===== src/rtl/core/ippm_pkg.sv =====
// Shared types, register indexes and reset values of the IR pulse pattern matcher.
`timescale 1ns / 1ps
`default_nettype none
package ippm_pkg;

    localparam int WIDTH_BITS_DEF = 12;

    localparam int REF_W   = 12;
    localparam int GAP_W   = 13;
    localparam int DIV_W   = 8;
    localparam int BLANK_W = 10;
    localparam int OUT_W   = 12;
    localparam int CFG_IDX_W  = 8;
    localparam int CFG_DATA_W = 13;

    localparam logic [CFG_IDX_W-1:0] REG_REF_FIRST   = 8'd0;
    localparam logic [CFG_IDX_W-1:0] REG_REF_SECOND  = 8'd1;
    localparam logic [CFG_IDX_W-1:0] REG_REF_THIRD   = 8'd2;
    localparam logic [CFG_IDX_W-1:0] REG_TOLERANCE   = 8'd3;
    localparam logic [CFG_IDX_W-1:0] REG_GAP_LIMIT   = 8'd4;
    localparam logic [CFG_IDX_W-1:0] REG_FAST_DIV    = 8'd5;
    localparam logic [CFG_IDX_W-1:0] REG_SLOW_DIV    = 8'd6;
    localparam logic [CFG_IDX_W-1:0] REG_BLANK_TICKS = 8'd7;

    localparam logic [REF_W-1:0]   RST_REF_FIRST   = 12'd206;
    localparam logic [REF_W-1:0]   RST_REF_SECOND  = 12'd172;
    localparam logic [REF_W-1:0]   RST_REF_THIRD   = 12'd259;
    localparam logic [REF_W-1:0]   RST_TOLERANCE   = 12'd30;
    localparam logic [GAP_W-1:0]   RST_GAP_LIMIT   = 13'd5500;
    localparam logic [DIV_W-1:0]   RST_FAST_DIV    = 8'd3;
    localparam logic [DIV_W-1:0]   RST_SLOW_DIV    = 8'd10;
    localparam logic [BLANK_W-1:0] RST_BLANK_TICKS = 10'd50;

    typedef enum logic [3:0] {
        PH_IDLE = 4'd0,
        PH_P1   = 4'd1,
        PH_B1   = 4'd2,
        PH_G1   = 4'd3,
        PH_P2   = 4'd4,
        PH_B2   = 4'd5,
        PH_G2   = 4'd6,
        PH_P3   = 4'd7,
        PH_B3   = 4'd8
    } t_phase;

    typedef struct packed {
        logic [REF_W-1:0]   ref_first;
        logic [REF_W-1:0]   ref_second;
        logic [REF_W-1:0]   ref_third;
        logic [REF_W-1:0]   tolerance;
        logic [GAP_W-1:0]   gap_limit;
        logic [DIV_W-1:0]   fast_div;
        logic [DIV_W-1:0]   slow_div;
        logic [BLANK_W-1:0] blank_ticks;
    } t_cfg;

    typedef struct packed {
        logic             frame_match;
        logic             gap_timeout;
        logic [OUT_W-1:0] width_one;
        logic [OUT_W-1:0] width_two;
        logic [OUT_W-1:0] width_three;
    } t_result;

endpackage
`default_nettype wire


===== src/rtl/core/ippm_cfg.sv =====
// Configuration register file of the IR pulse pattern matcher.
`timescale 1ns / 1ps
`default_nettype none
module ippm_cfg (
    input  wire logic                             i_clk,
    input  wire logic                             i_rst_n,
    input  wire logic                             i_cfg_valid,
    output logic                                  o_cfg_ready,
    input  wire logic [ippm_pkg::CFG_IDX_W-1:0]   i_cfg_index,
    input  wire logic [ippm_pkg::CFG_DATA_W-1:0]  i_cfg_data,
    output ippm_pkg::t_cfg                        o_cfg
);

    ippm_pkg::t_cfg r_cfg;
    logic           n_wr;

    assign o_cfg_ready = 1'b1;
    assign n_wr        = i_cfg_valid & o_cfg_ready;
    assign o_cfg       = r_cfg;

    always_ff @(posedge i_clk) begin
        if (!i_rst_n) begin
            r_cfg.ref_first   <= ippm_pkg::RST_REF_FIRST;
            r_cfg.ref_second  <= ippm_pkg::RST_REF_SECOND;
            r_cfg.ref_third   <= ippm_pkg::RST_REF_THIRD;
            r_cfg.tolerance   <= ippm_pkg::RST_TOLERANCE;
            r_cfg.gap_limit   <= ippm_pkg::RST_GAP_LIMIT;
            r_cfg.fast_div    <= ippm_pkg::RST_FAST_DIV;
            r_cfg.slow_div    <= ippm_pkg::RST_SLOW_DIV;
            r_cfg.blank_ticks <= ippm_pkg::RST_BLANK_TICKS;
        end else if (n_wr) begin
            // drop writes to indexes past the register list
            case (i_cfg_index)
                ippm_pkg::REG_REF_FIRST:   r_cfg.ref_first   <= i_cfg_data[ippm_pkg::REF_W-1:0];
                ippm_pkg::REG_REF_SECOND:  r_cfg.ref_second  <= i_cfg_data[ippm_pkg::REF_W-1:0];
                ippm_pkg::REG_REF_THIRD:   r_cfg.ref_third   <= i_cfg_data[ippm_pkg::REF_W-1:0];
                ippm_pkg::REG_TOLERANCE:   r_cfg.tolerance   <= i_cfg_data[ippm_pkg::REF_W-1:0];
                ippm_pkg::REG_GAP_LIMIT:   r_cfg.gap_limit   <= i_cfg_data[ippm_pkg::GAP_W-1:0];
                ippm_pkg::REG_FAST_DIV:    r_cfg.fast_div    <= i_cfg_data[ippm_pkg::DIV_W-1:0];
                ippm_pkg::REG_SLOW_DIV:    r_cfg.slow_div    <= i_cfg_data[ippm_pkg::DIV_W-1:0];
                ippm_pkg::REG_BLANK_TICKS: r_cfg.blank_ticks <= i_cfg_data[ippm_pkg::BLANK_W-1:0];
                default: ;
            endcase
        end
    end

endmodule
`default_nettype wire


===== src/rtl/core/ippm_core.sv =====
// Frame sequencer: pulse, blanking and gap timing, result formation.
`timescale 1ns / 1ps
`default_nettype none
module ippm_core #(
    parameter int WIDTH_BITS = ippm_pkg::WIDTH_BITS_DEF
) (
    input  wire logic           i_clk,
    input  wire logic           i_rst_n,
    input  wire logic           i_en,
    input  wire logic           i_level,
    input  ippm_pkg::t_cfg      i_cfg,
    output logic                o_emit,
    output ippm_pkg::t_result   o_result
);

    localparam int CW = (WIDTH_BITS > ippm_pkg::REF_W) ? WIDTH_BITS : ippm_pkg::REF_W;
    localparam logic [WIDTH_BITS-1:0]       WMAX = {WIDTH_BITS{1'b1}};
    localparam logic [ippm_pkg::GAP_W-1:0]  GMAX = {ippm_pkg::GAP_W{1'b1}};
    localparam logic [WIDTH_BITS-1:0]       WONE = WIDTH_BITS'(1);

    ippm_pkg::t_phase               r_phase, n_phase;
    logic                           r_last;
    logic [ippm_pkg::DIV_W-1:0]     r_ps, n_ps;
    logic [WIDTH_BITS-1:0]          r_pc, n_pc;
    logic [ippm_pkg::GAP_W-1:0]     r_gc, n_gc, gc_inc;
    logic [ippm_pkg::BLANK_W-1:0]   r_bc, n_bc;
    logic [WIDTH_BITS-1:0]          r_fw, n_fw;
    logic [WIDTH_BITS-1:0]          r_sw, n_sw;

    logic                           e_fire;
    logic                           e_timeout;
    logic                           e_keep_sw;
    logic                           pulse_p1;
    ippm_pkg::t_phase               gap_ph;
    logic [WIDTH_BITS-1:0]          w2_sel, w3_sel;

    function automatic logic [ippm_pkg::DIV_W-1:0] next_ps(
        input logic [ippm_pkg::DIV_W-1:0] cur,
        input logic [ippm_pkg::DIV_W-1:0] div
    );
        logic [ippm_pkg::DIV_W:0] d;
        logic [ippm_pkg::DIV_W:0] n;
        d = (div == '0) ? (ippm_pkg::DIV_W+1)'(1) : {1'b0, div};
        n = {1'b0, cur} + (ippm_pkg::DIV_W+1)'(1);
        return (n >= d) ? '0 : n[ippm_pkg::DIV_W-1:0];
    endfunction

    function automatic logic near_ref(
        input logic [ippm_pkg::REF_W-1:0] ref_val,
        input logic [WIDTH_BITS-1:0]      w,
        input logic [ippm_pkg::REF_W-1:0] tol
    );
        logic [CW-1:0] a;
        logic [CW-1:0] b;
        logic [CW-1:0] diff;
        a    = CW'(ref_val);
        b    = CW'(w);
        diff = (a > b) ? (a - b) : (b - a);
        return diff < CW'(tol);
    endfunction

    function automatic logic [ippm_pkg::OUT_W-1:0] to_out(input logic [WIDTH_BITS-1:0] w);
        logic [CW-1:0] x;
        x = CW'(w);
        return x[ippm_pkg::OUT_W-1:0];
    endfunction

    assign pulse_p1 = (r_phase == ippm_pkg::PH_P1);
    assign gap_ph   = (r_phase == ippm_pkg::PH_B1) ? ippm_pkg::PH_G1 : ippm_pkg::PH_G2;
    assign gc_inc   = (r_gc < GMAX) ? (r_gc + ippm_pkg::GAP_W'(1)) : r_gc;

    // next state
    always_comb begin
        n_phase   = r_phase;
        n_ps      = r_ps;
        n_pc      = r_pc;
        n_gc      = r_gc;
        n_bc      = r_bc;
        n_fw      = r_fw;
        n_sw      = r_sw;
        e_fire    = 1'b0;
        e_timeout = 1'b0;
        e_keep_sw = 1'b0;
        unique case (r_phase)
            ippm_pkg::PH_IDLE: begin
                if (r_last && !i_level) begin
                    n_fw    = '0;
                    n_sw    = '0;
                    n_pc    = WONE;
                    n_ps    = next_ps('0, i_cfg.fast_div);
                    n_phase = ippm_pkg::PH_P1;
                end
            end
            ippm_pkg::PH_P1, ippm_pkg::PH_P2, ippm_pkg::PH_P3: begin
                if (r_ps == '0 && i_level) begin
                    if (r_phase == ippm_pkg::PH_P1) n_fw = r_pc;
                    if (r_phase == ippm_pkg::PH_P2) n_sw = r_pc;
                    n_bc = i_cfg.blank_ticks;
                    n_ps = '0;
                    unique case (r_phase)
                        ippm_pkg::PH_P1: n_phase = ippm_pkg::PH_B1;
                        ippm_pkg::PH_P2: n_phase = ippm_pkg::PH_B2;
                        default:         n_phase = ippm_pkg::PH_B3;
                    endcase
                end else begin
                    if (r_ps == '0 && r_pc < WMAX) n_pc = r_pc + WONE;
                    n_ps = next_ps(r_ps, pulse_p1 ? i_cfg.fast_div : i_cfg.slow_div);
                end
            end
            ippm_pkg::PH_B1, ippm_pkg::PH_B2, ippm_pkg::PH_B3: begin
                if (r_bc != '0) begin
                    n_bc = r_bc - ippm_pkg::BLANK_W'(1);
                end else if (r_phase == ippm_pkg::PH_B3) begin
                    e_fire  = 1'b1;
                    n_phase = ippm_pkg::PH_IDLE;
                end else begin
                    // this tick is the first gap sample
                    n_gc = '0;
                    n_ps = '0;
                    if (i_level) begin
                        n_gc = ippm_pkg::GAP_W'(1);
                        if (ippm_pkg::GAP_W'(1) > i_cfg.gap_limit) begin
                            e_fire    = 1'b1;
                            e_timeout = 1'b1;
                            e_keep_sw = (gap_ph == ippm_pkg::PH_G2);
                            n_phase   = ippm_pkg::PH_IDLE;
                        end else begin
                            n_ps    = next_ps('0, i_cfg.fast_div);
                            n_phase = gap_ph;
                        end
                    end else begin
                        n_pc    = WONE;
                        n_ps    = next_ps('0, i_cfg.slow_div);
                        n_phase = (gap_ph == ippm_pkg::PH_G1) ? ippm_pkg::PH_P2 : ippm_pkg::PH_P3;
                    end
                end
            end
            ippm_pkg::PH_G1, ippm_pkg::PH_G2: begin
                if (r_ps == '0) begin
                    if (i_level) begin
                        n_gc = gc_inc;
                        if (gc_inc > i_cfg.gap_limit) begin
                            e_fire    = 1'b1;
                            e_timeout = 1'b1;
                            e_keep_sw = (r_phase == ippm_pkg::PH_G2);
                            n_phase   = ippm_pkg::PH_IDLE;
                        end else begin
                            n_ps = next_ps('0, i_cfg.fast_div);
                        end
                    end else begin
                        n_pc    = WONE;
                        n_ps    = next_ps('0, i_cfg.slow_div);
                        n_phase = (r_phase == ippm_pkg::PH_G1) ? ippm_pkg::PH_P2
                                                               : ippm_pkg::PH_P3;
                    end
                end else begin
                    n_ps = next_ps(r_ps, i_cfg.fast_div);
                end
            end
            default: n_phase = ippm_pkg::PH_IDLE;
        endcase
    end

    // result formation
    always_comb begin
        w2_sel = (e_timeout && !e_keep_sw) ? '0 : r_sw;
        w3_sel = e_timeout ? '0 : r_pc;
        o_emit = i_en & e_fire;
        o_result.gap_timeout = e_timeout;
        o_result.frame_match = !e_timeout
                             && near_ref(i_cfg.ref_first,  r_fw,   i_cfg.tolerance)
                             && near_ref(i_cfg.ref_second, w2_sel, i_cfg.tolerance)
                             && near_ref(i_cfg.ref_third,  w3_sel, i_cfg.tolerance);
        o_result.width_one   = to_out(r_fw);
        o_result.width_two   = to_out(w2_sel);
        o_result.width_three = to_out(w3_sel);
    end

    always_ff @(posedge i_clk) begin
        if (!i_rst_n) begin
            r_phase <= ippm_pkg::PH_IDLE;
            r_last  <= 1'b1;
            r_ps    <= '0;
            r_pc    <= '0;
            r_gc    <= '0;
            r_bc    <= '0;
            r_fw    <= '0;
            r_sw    <= '0;
        end else if (i_en) begin
            r_phase <= n_phase;
            r_last  <= i_level;
            r_ps    <= n_ps;
            r_pc    <= n_pc;
            r_gc    <= n_gc;
            r_bc    <= n_bc;
            r_fw    <= n_fw;
            r_sw    <= n_sw;
        end
    end

endmodule
`default_nettype wire


===== src/rtl/core/ippm_out.sv =====
// Result register with a skid stage between the sequencer and the output channel.
`timescale 1ns / 1ps
`default_nettype none
module ippm_out (
    input  wire logic           i_clk,
    input  wire logic           i_rst_n,
    input  wire logic           i_push,
    input  ippm_pkg::t_result   i_data,
    output logic                o_space,
    output logic                o_valid,
    input  wire logic           i_ready,
    output ippm_pkg::t_result   o_data
);

    logic              r_main_valid, r_skid_valid;
    ippm_pkg::t_result r_main, r_skid;
    logic              n_pop;

    assign n_pop   = r_main_valid & i_ready;
    assign o_space = !r_skid_valid;
    assign o_valid = r_main_valid;
    assign o_data  = r_main;

    always_ff @(posedge i_clk) begin
        if (!i_rst_n) begin
            r_main_valid <= 1'b0;
            r_skid_valid <= 1'b0;
        end else if (!r_main_valid || n_pop) begin
            // advance the skid entry first to keep order
            if (r_skid_valid) begin
                r_main_valid <= 1'b1;
                r_skid_valid <= 1'b0;
            end else begin
                r_main_valid <= i_push;
            end
        end else if (i_push) begin
            r_skid_valid <= 1'b1;
        end
    end

    always_ff @(posedge i_clk) begin
        if (!r_main_valid || n_pop) begin
            r_main <= r_skid_valid ? r_skid : i_data;
        end else if (i_push) begin
            r_skid <= i_data;
        end
    end

endmodule
`default_nettype wire


===== src/rtl/core/ir_pulse_pattern_matcher.sv =====
// Top level of the IR pulse pattern matcher.
//
// Sample channel: one receiver level per tick on i_line_level, transferred
// when i_valid and o_ready are both high. Every transfer steps the frame
// sequencer once, so a sample may follow in every cycle while o_ready is high.
// Result channel: one transfer per finished frame (three pulses measured, or
// a gap timeout), with o_valid and i_ready. The sample that completes the
// frame registers its result into the result register or the skid entry.
// Configuration channel: i_cfg_valid/o_cfg_ready with a register index and
// data; o_cfg_ready is always high and a write is registered on transfer. Indexes
// past the register list are ignored.
// Throughput is one sample per cycle while o_ready is high, as the sequencer
// updates on every accepted sample. The result register plus a skid entry let
// sampling continue while a result waits; o_ready drops only when both hold a
// result, i.e. when the receiver stalls across two frame ends.
// Reset (synchronous, active low) returns the sequencer to idle with the
// line taken as high, empties the output stage and loads the default
// register values.
`timescale 1ns / 1ps
`default_nettype none
module ir_pulse_pattern_matcher #(
    parameter int WIDTH_BITS = ippm_pkg::WIDTH_BITS_DEF
) (
    input  wire logic                             i_clk,
    input  wire logic                             i_rst_n,
    input  wire logic                             i_valid,
    output logic                                  o_ready,
    input  wire logic                             i_line_level,
    output logic                                  o_valid,
    input  wire logic                             i_ready,
    output logic                                  o_frame_match,
    output logic                                  o_gap_timeout,
    output logic [ippm_pkg::OUT_W-1:0]            o_width_one,
    output logic [ippm_pkg::OUT_W-1:0]            o_width_two,
    output logic [ippm_pkg::OUT_W-1:0]            o_width_three,
    input  wire logic                             i_cfg_valid,
    output logic                                  o_cfg_ready,
    input  wire logic [ippm_pkg::CFG_IDX_W-1:0]   i_cfg_index,
    input  wire logic [ippm_pkg::CFG_DATA_W-1:0]  i_cfg_data
);

    ippm_pkg::t_cfg    cfg;
    ippm_pkg::t_result core_res, out_res;
    logic              core_emit;
    logic              out_space;
    logic              accept;

    assign o_ready = out_space;
    assign accept  = i_valid & out_space;

    ippm_cfg u_cfg (
        .i_clk       (i_clk),
        .i_rst_n     (i_rst_n),
        .i_cfg_valid (i_cfg_valid),
        .o_cfg_ready (o_cfg_ready),
        .i_cfg_index (i_cfg_index),
        .i_cfg_data  (i_cfg_data),
        .o_cfg       (cfg)
    );

    ippm_core #(
        .WIDTH_BITS (WIDTH_BITS)
    ) u_core (
        .i_clk    (i_clk),
        .i_rst_n  (i_rst_n),
        .i_en     (accept),
        .i_level  (i_line_level),
        .i_cfg    (cfg),
        .o_emit   (core_emit),
        .o_result (core_res)
    );

    ippm_out u_out (
        .i_clk   (i_clk),
        .i_rst_n (i_rst_n),
        .i_push  (core_emit),
        .i_data  (core_res),
        .o_space (out_space),
        .o_valid (o_valid),
        .i_ready (i_ready),
        .o_data  (out_res)
    );

    assign o_frame_match = out_res.frame_match;
    assign o_gap_timeout = out_res.gap_timeout;
    assign o_width_one   = out_res.width_one;
    assign o_width_two   = out_res.width_two;
    assign o_width_three = out_res.width_three;

endmodule
`default_nettype wire


===== config.mk =====
export PLATFORM = sky130hd
export DESIGN_NAME = ir_pulse_pattern_matcher
export DESIGN_NICKNAME = d
export VERILOG_FILES = /design/src/rtl/core/ippm_pkg.sv /design/src/rtl/core/ippm_cfg.sv /design/src/rtl/core/ippm_core.sv /design/src/rtl/core/ippm_out.sv /design/src/rtl/core/ir_pulse_pattern_matcher.sv
export SDC_FILE = /design/constraint.sdc
export NUM_CORES = 1
export LEC_CHECK = 0
export BUFFER_PORTS_ARGS = -buffer_cell sky130_fd_sc_hd__buf_2
export CAP_MARGIN = 10
export CORE_ASPECT_RATIO = 2
export CORE_UTILIZATION = 52
export CTS_BUF_LIST = sky130_fd_sc_hd__clkbuf_4 sky130_fd_sc_hd__clkbuf_8
export DETAILED_ROUTE_END_ITERATION = 6
export HOLD_SLACK_MARGIN = 0.12
export PLACE_DENSITY_LB_ADDON = 0.15
export SLEW_MARGIN = 25
export SYNTH_ARGS = -nofsm -noshare
export SYNTH_HDL_FRONTEND = slang
export SYNTH_HIERARCHICAL = 1
export SYNTH_SLANG_ARGS = --single-unit

===== constraint.sdc =====
create_clock -name i_clk -period 9.66 [get_ports i_clk]
set_input_delay 1.932 -clock i_clk [delete_from_list [all_inputs] [get_ports i_clk]]
set_output_delay 1.932 -clock i_clk [all_outputs]
set_load 0.02 [all_outputs]

== Yosys cells after proc, flatten, opt, wreduce, memory -nomap -nowiden ==
Index checks and enable logic that the tools add are counted.

* Flip-flop bits (word level): 237
* Output and inout port bits: 41
* Logic and storage cells: 214

* $add $sub $neg: 10
* Order comparisons: 14
* Equal/unequal tests: 30
* Muxes and demuxes: 83
* Bitwise logic cells: 5
* Reduce and logical (&&, ||, !) cells: 44

{| class="wikitable"
|+ Operators by type and width
! cell !! number
|-
| 12-bit two-way mux || 17
|-
| 8-bit two-way mux || 15
|-
| 12-bit subtractor || 6
|-
| 13-bit two-way mux || 5
|-
| 12-bit case mux with 2 select lines || 2
|-
| 12-bit case mux with 4 select lines || 1
|-
| 8-bit zero test || 5
|-
| 38-bit two-way mux || 1
|-
| 12-bit > comparator || 3
|-
| 12-bit less-than comparator || 3
|-
| 4-bit two-way mux || 9
|-
| 8-bit by 3-bit equality test with 1-bit output, second input constant || 4
|-
| 8-bit case mux with 4 select lines || 1
|-
| 13-bit case mux with 2 select lines || 1
|-
| 4-bit by 3-bit equality test with 1-bit output, second input constant || 5
|-
| 1-bit two-way mux || 20
|-
| 10-bit two-way mux || 2
|-
| 10-bit case mux with 2 select lines || 1
|-
| 1-bit by 9-bit greater-or-equal comparator with 1-bit output, first input constant || 2
|-
| 9-bit greater-or-equal comparator || 2
|-
| 2-bit AND reduction || 9
|-
| 6-bit AND reduction || 3
|-
| 8-bit by 2-bit equality test with 1-bit output, second input constant || 2
|-
| 4-bit case mux with 4 select lines || 1
|-
| other kinds (34) || 66
|}

== Longest topological paths before layout ==
* Depth in word-level cells: 17
* Depth in mapped cells: 34
* Gate-level depth less buffers: 32

== Modules after synthesis ==
The synthesis kept the hierarchy.

{| class="wikitable"
|+ By module, submodules not included
! module !! times used !! cells each !! area each (sq um)
|-
| ippm_core || 1 || 1,187 || 8,822.2
|-
| ippm_cfg || 1 || 325 || 3,402.0
|-
| ippm_out || 1 || 127 || 2,839.0
|-
| ir_pulse_pattern_matcher || 1 || 1 || 6.3
|}

== Least setup slack after synthesis ==
OpenSTA, ideal clock, no wires.

* Path kind: reg2reg
* Start: register u_core/r_gc[2] (netlist name)
* End: register u_out.r_main, in the netlist u_out/o_data[37], data pin
* Setup time: 0.130 ns
* Arrival: 6.757 ns
* Data required time: 9.530 ns
* Slack: 2.773 ns
* Cell stages (with the launch flop): 35
* Clock period less this slack: 6.887 ns
* Cells stage by stage: dfxtp_1 -> clkbuf_1 -> and4_1 -> and3_1 -> and2_1 -> nand2_1 -> nand2_1 -> or3b_2 -> ha_1 -> and3_1 -> nand4_1 -> o31a_1 -> o21ai_0 -> o21a_1 -> clkbuf_1 -> nand2_1 -> inv_1 -> ha_1 -> clkbuf_1 -> nand2_1 -> o21ai_0 -> or4_1 -> nand3_1 -> a31o_2 -> buf_2 -> mux2_2 -> ha_1 -> a21boi_0 -> o21a_1 -> o21a_1 -> o21a_1 -> o21ai_0 -> a21oi_1 -> nor4_1 -> mux2_2

{| class="wikitable"
|+ RTL lines
! item !! line !! source
|-
| from (decl) || ippm_core.sv:25 || <nowiki>logic [ippm_pkg::GAP_W-1:0] r_gc, n_gc, gc_inc;</nowiki>
|-
| from (signal assigned) || ippm_core.sv:194 || <nowiki>r_gc <= n_gc;</nowiki>
|-
| to (signal assigned) || ippm_out.sv:43 || <nowiki>r_main <= r_skid_valid ? r_skid : i_data;</nowiki>
|-
| to (decl) || ippm_out.sv:16 || <nowiki>ippm_pkg::t_result r_main, r_skid;</nowiki>
|}

==> impl_metrics.ini <==
[run_status]
outcome = finished, final reports clean

[clocking]
cts_resized = 0
cts-root-buf = clkbuf_8
cts_tree = built
cts.sinks = 237
numCtsBuffers = 36
clock_latency_ps = 560
clkTransAtPathRegs_ps = 70
post_cts_buffers = 0
hold_buffers = 0
clockBufferDepth = 3
cts_htree_levels = 2

[cells_and_area]
final_common_cell = nand2_1
fill_cells = 2659
area_growth_pct = 8.69
fin_nets = 1849
fin_cells = 2062
final_cell_mix = 183 x nand2_1, 160 x dfxtp_1, 136 x ha_1
drive_above_1_share_pct = 12.4
utilization_pct = 57.9

[place]
place_congestion = 0.944
dp_slack_ps = 1530
portBuffers = 66
post-dp-hpwl_mm = 33.2
dp_cells = 1998

[timing]
tns_ps = 0
grt_setup_unrepaired = false
layout_min_cycle_time_ps = 8200
worst_slew_pin_slew_ps = 965
fin_ws_ps = 1460
setup_violations = 0
fmax_mhz = 122
slew_viol_final = 0
clock_skew_ps = 25.9
hold_violations = 0
finalCritPeriodShare_pct = 84.9
slew_headroom_pct = 35.3

[pwr]
power.density_mw_per_mm2 = 144
leakagePower_uw = 0.00730
power_uw = 2360
vdd_drop_max_uv = 139

[synth]
ys_types = 83
synth_edf_count = 76
syn_nets = 1809
yosysTopAreaCellShare_pct = 21.4
syn-cell-area_mm2 = 0.0151
yosysTopAreaCell = dfxtp_1
ys_seq_elements = 237
synthTopCellsByArea = dfxtp_1 21%, edfxtp_1 15%, ha_1 11%
synthFlopType = dfxtp_1
yosysWarnings = 6
synth_cells = 1640
yosysSeqAreaShare_pct = 36.5
async_reset_ff_share_pct = 0
syn_avg_cell_area_um2 = 9.19

[detailed_routing]
wl_mm = 43.4
drc = 0
detail_route.wl_per_cell_um = 21.1
vias = 12200
postRouteAntennaNets = 0
drt-initial-drc-count = 522
dr.pass1.iters = 5
vias_per_cell = 5.91

[worst_setup_path]
r2r-end = u_out/o_data[37]
regToRegStartpoint = u_core/r_gc[2]
worstRegToRegCells = 30
cpMostUsedCell = ha_1
cp-start-kind = flop
crit_path_start = u_core/r_gc[2]
path_class = flop to flop
slowest_stage = o21ai_0
r2r_setup_slack_ps = 1460
cp_max_fo = 13
worstPathArrival_ps = 8630
slowest_delay_ps = 580
worstSetupEndpointType = flop
required_ps = 10090

[min_path]
hp-class = flop to flop
hold_end = u_cfg/o_cfg[9]
holdPathStages = 2
worstHoldStart = u_cfg/o_cfg[9]

[global_routing]
grt_pass1_vias = 12400
grt_first_pass_wirelength_mm = 67.4
antenna_found_initial = 1
grt.total_usage_pct = 30.0
grt_max_degree = 71
grt.overflow.total = 0

[floorplanning]
die_area_mm2 = 0.0297
die_w_um = 122
core-area_mm2 = 0.0283
start_util_pct = 53.2
dieHeight_um = 243
io_pins = 68
row_count = 87

[run]
cap_violations = 0
==> sequential cells by signal, summed over array words and instances, names as in the netlist <==
name,count
u_cfg/o_cfg,87
u_out/o_data,38
u_out/r_skid,38
u_core/r_gc,13
u_core/r_fw,12
u_core/r_pc,12
u_core/r_sw,12
u_core/r_bc,10
u_core/r_ps,8
u_core/r_phase,4
u_core/r_last,1
u_out/o_valid,1
u_out/r_skid_valid,1
==> cells by family after synthesis <==
| logic type | share of synthesized area, % |
|---|---|
| simple gates | 18.0 |
| compound gates | 13.3 |
| flops | 36.5 |
| buf+inv | 5.48 |
| mux | 11.5 |
| fa+ha+maj | 12.1 |
| xor+xnor | 3.02 |
| other cells | 0.0249 |
==> routing by layer <==
metal  part of all wire [%]  track usage, %  vias to the layer above
met5                      0               0                        -
met4                    7.8            21.2                        0
met3                    3.2            3.03                      152
met2                     54            56.2                      331
met1                     35            29.7                     5823
li1                       -               -                     5885
==> worst max-delay path, delay by kind of cell (launching register included) <==
| family | cells | cell delay (ps) |
|---|---|---|
| buffers and inverters | 1 | 60 |
| AOI/OAI and AO/OA | 8 | 2860 |
| DFF | 1 | 460 |
| adders and majority gates | 4 | 1130 |
| and+or+nand+nor | 13 | 2750 |
| xor gates and xnor gates | 2 | 420 |
| muxes | 2 | 390 |
==> cell usage after synthesis, types with 30 or more instances <==
library cell	number
nand2b_1	33
nor2b_1	51
inv_1	117
xnor2_1	30
o21ai_0	54
nand2_1	183
mux2i_1	124
dfxtp_1	161
a21oi_1	112
nand3_1	56
nor2_1	76
mux2_2	44
ha_1	136
edfxtp_1	76
clkbuf_1	51
==> per-stage QoR <==
step | hold WS, ps | cell area, um^2
finish | 462 | 16400
global route | 492 | 16400
CTS | 468 | 16400
detailed placement | 454 | 15600
global placement | 445 | 15600
floorplan | 435 | 15100
==> layout make-up <==
cell class                 instances  area (um^2)  share of cell area (%)
timing repair buffer              80          438                    2.67
clock buffer                      46          583                    3.56
tap                              356          445                    2.72
clock inverter                    17          201                    1.23
inverter                         117          439                    2.68
multi-input combinational       1208         8760                    53.5
antenna                            1         2.50                  0.0153
sequential                       237         5510                    33.6
==> report_power, final <==
group / switching [uW] / internal, uW / total [uW]
combinational: 240 / 126 / 366
sequential: 25.4 / 1030 / 1060
clock: 403 / 530 / 932
==> how the worst max path moves through the flow <==
stage                             to  slack (ps)  cells after the start
finish              u_out/o_data[37]        1460                     30
global route        u_out/o_data[37]         850                     29
CTS                 u_out/o_data[37]        1570                     30
detailed placement  u_out/o_data[37]        1530                     24
global placement    u_out/o_data[37]        1590                     24
floorplan           u_out/o_data[37]        2770                     34
Power figures use the tool's default switching activity.
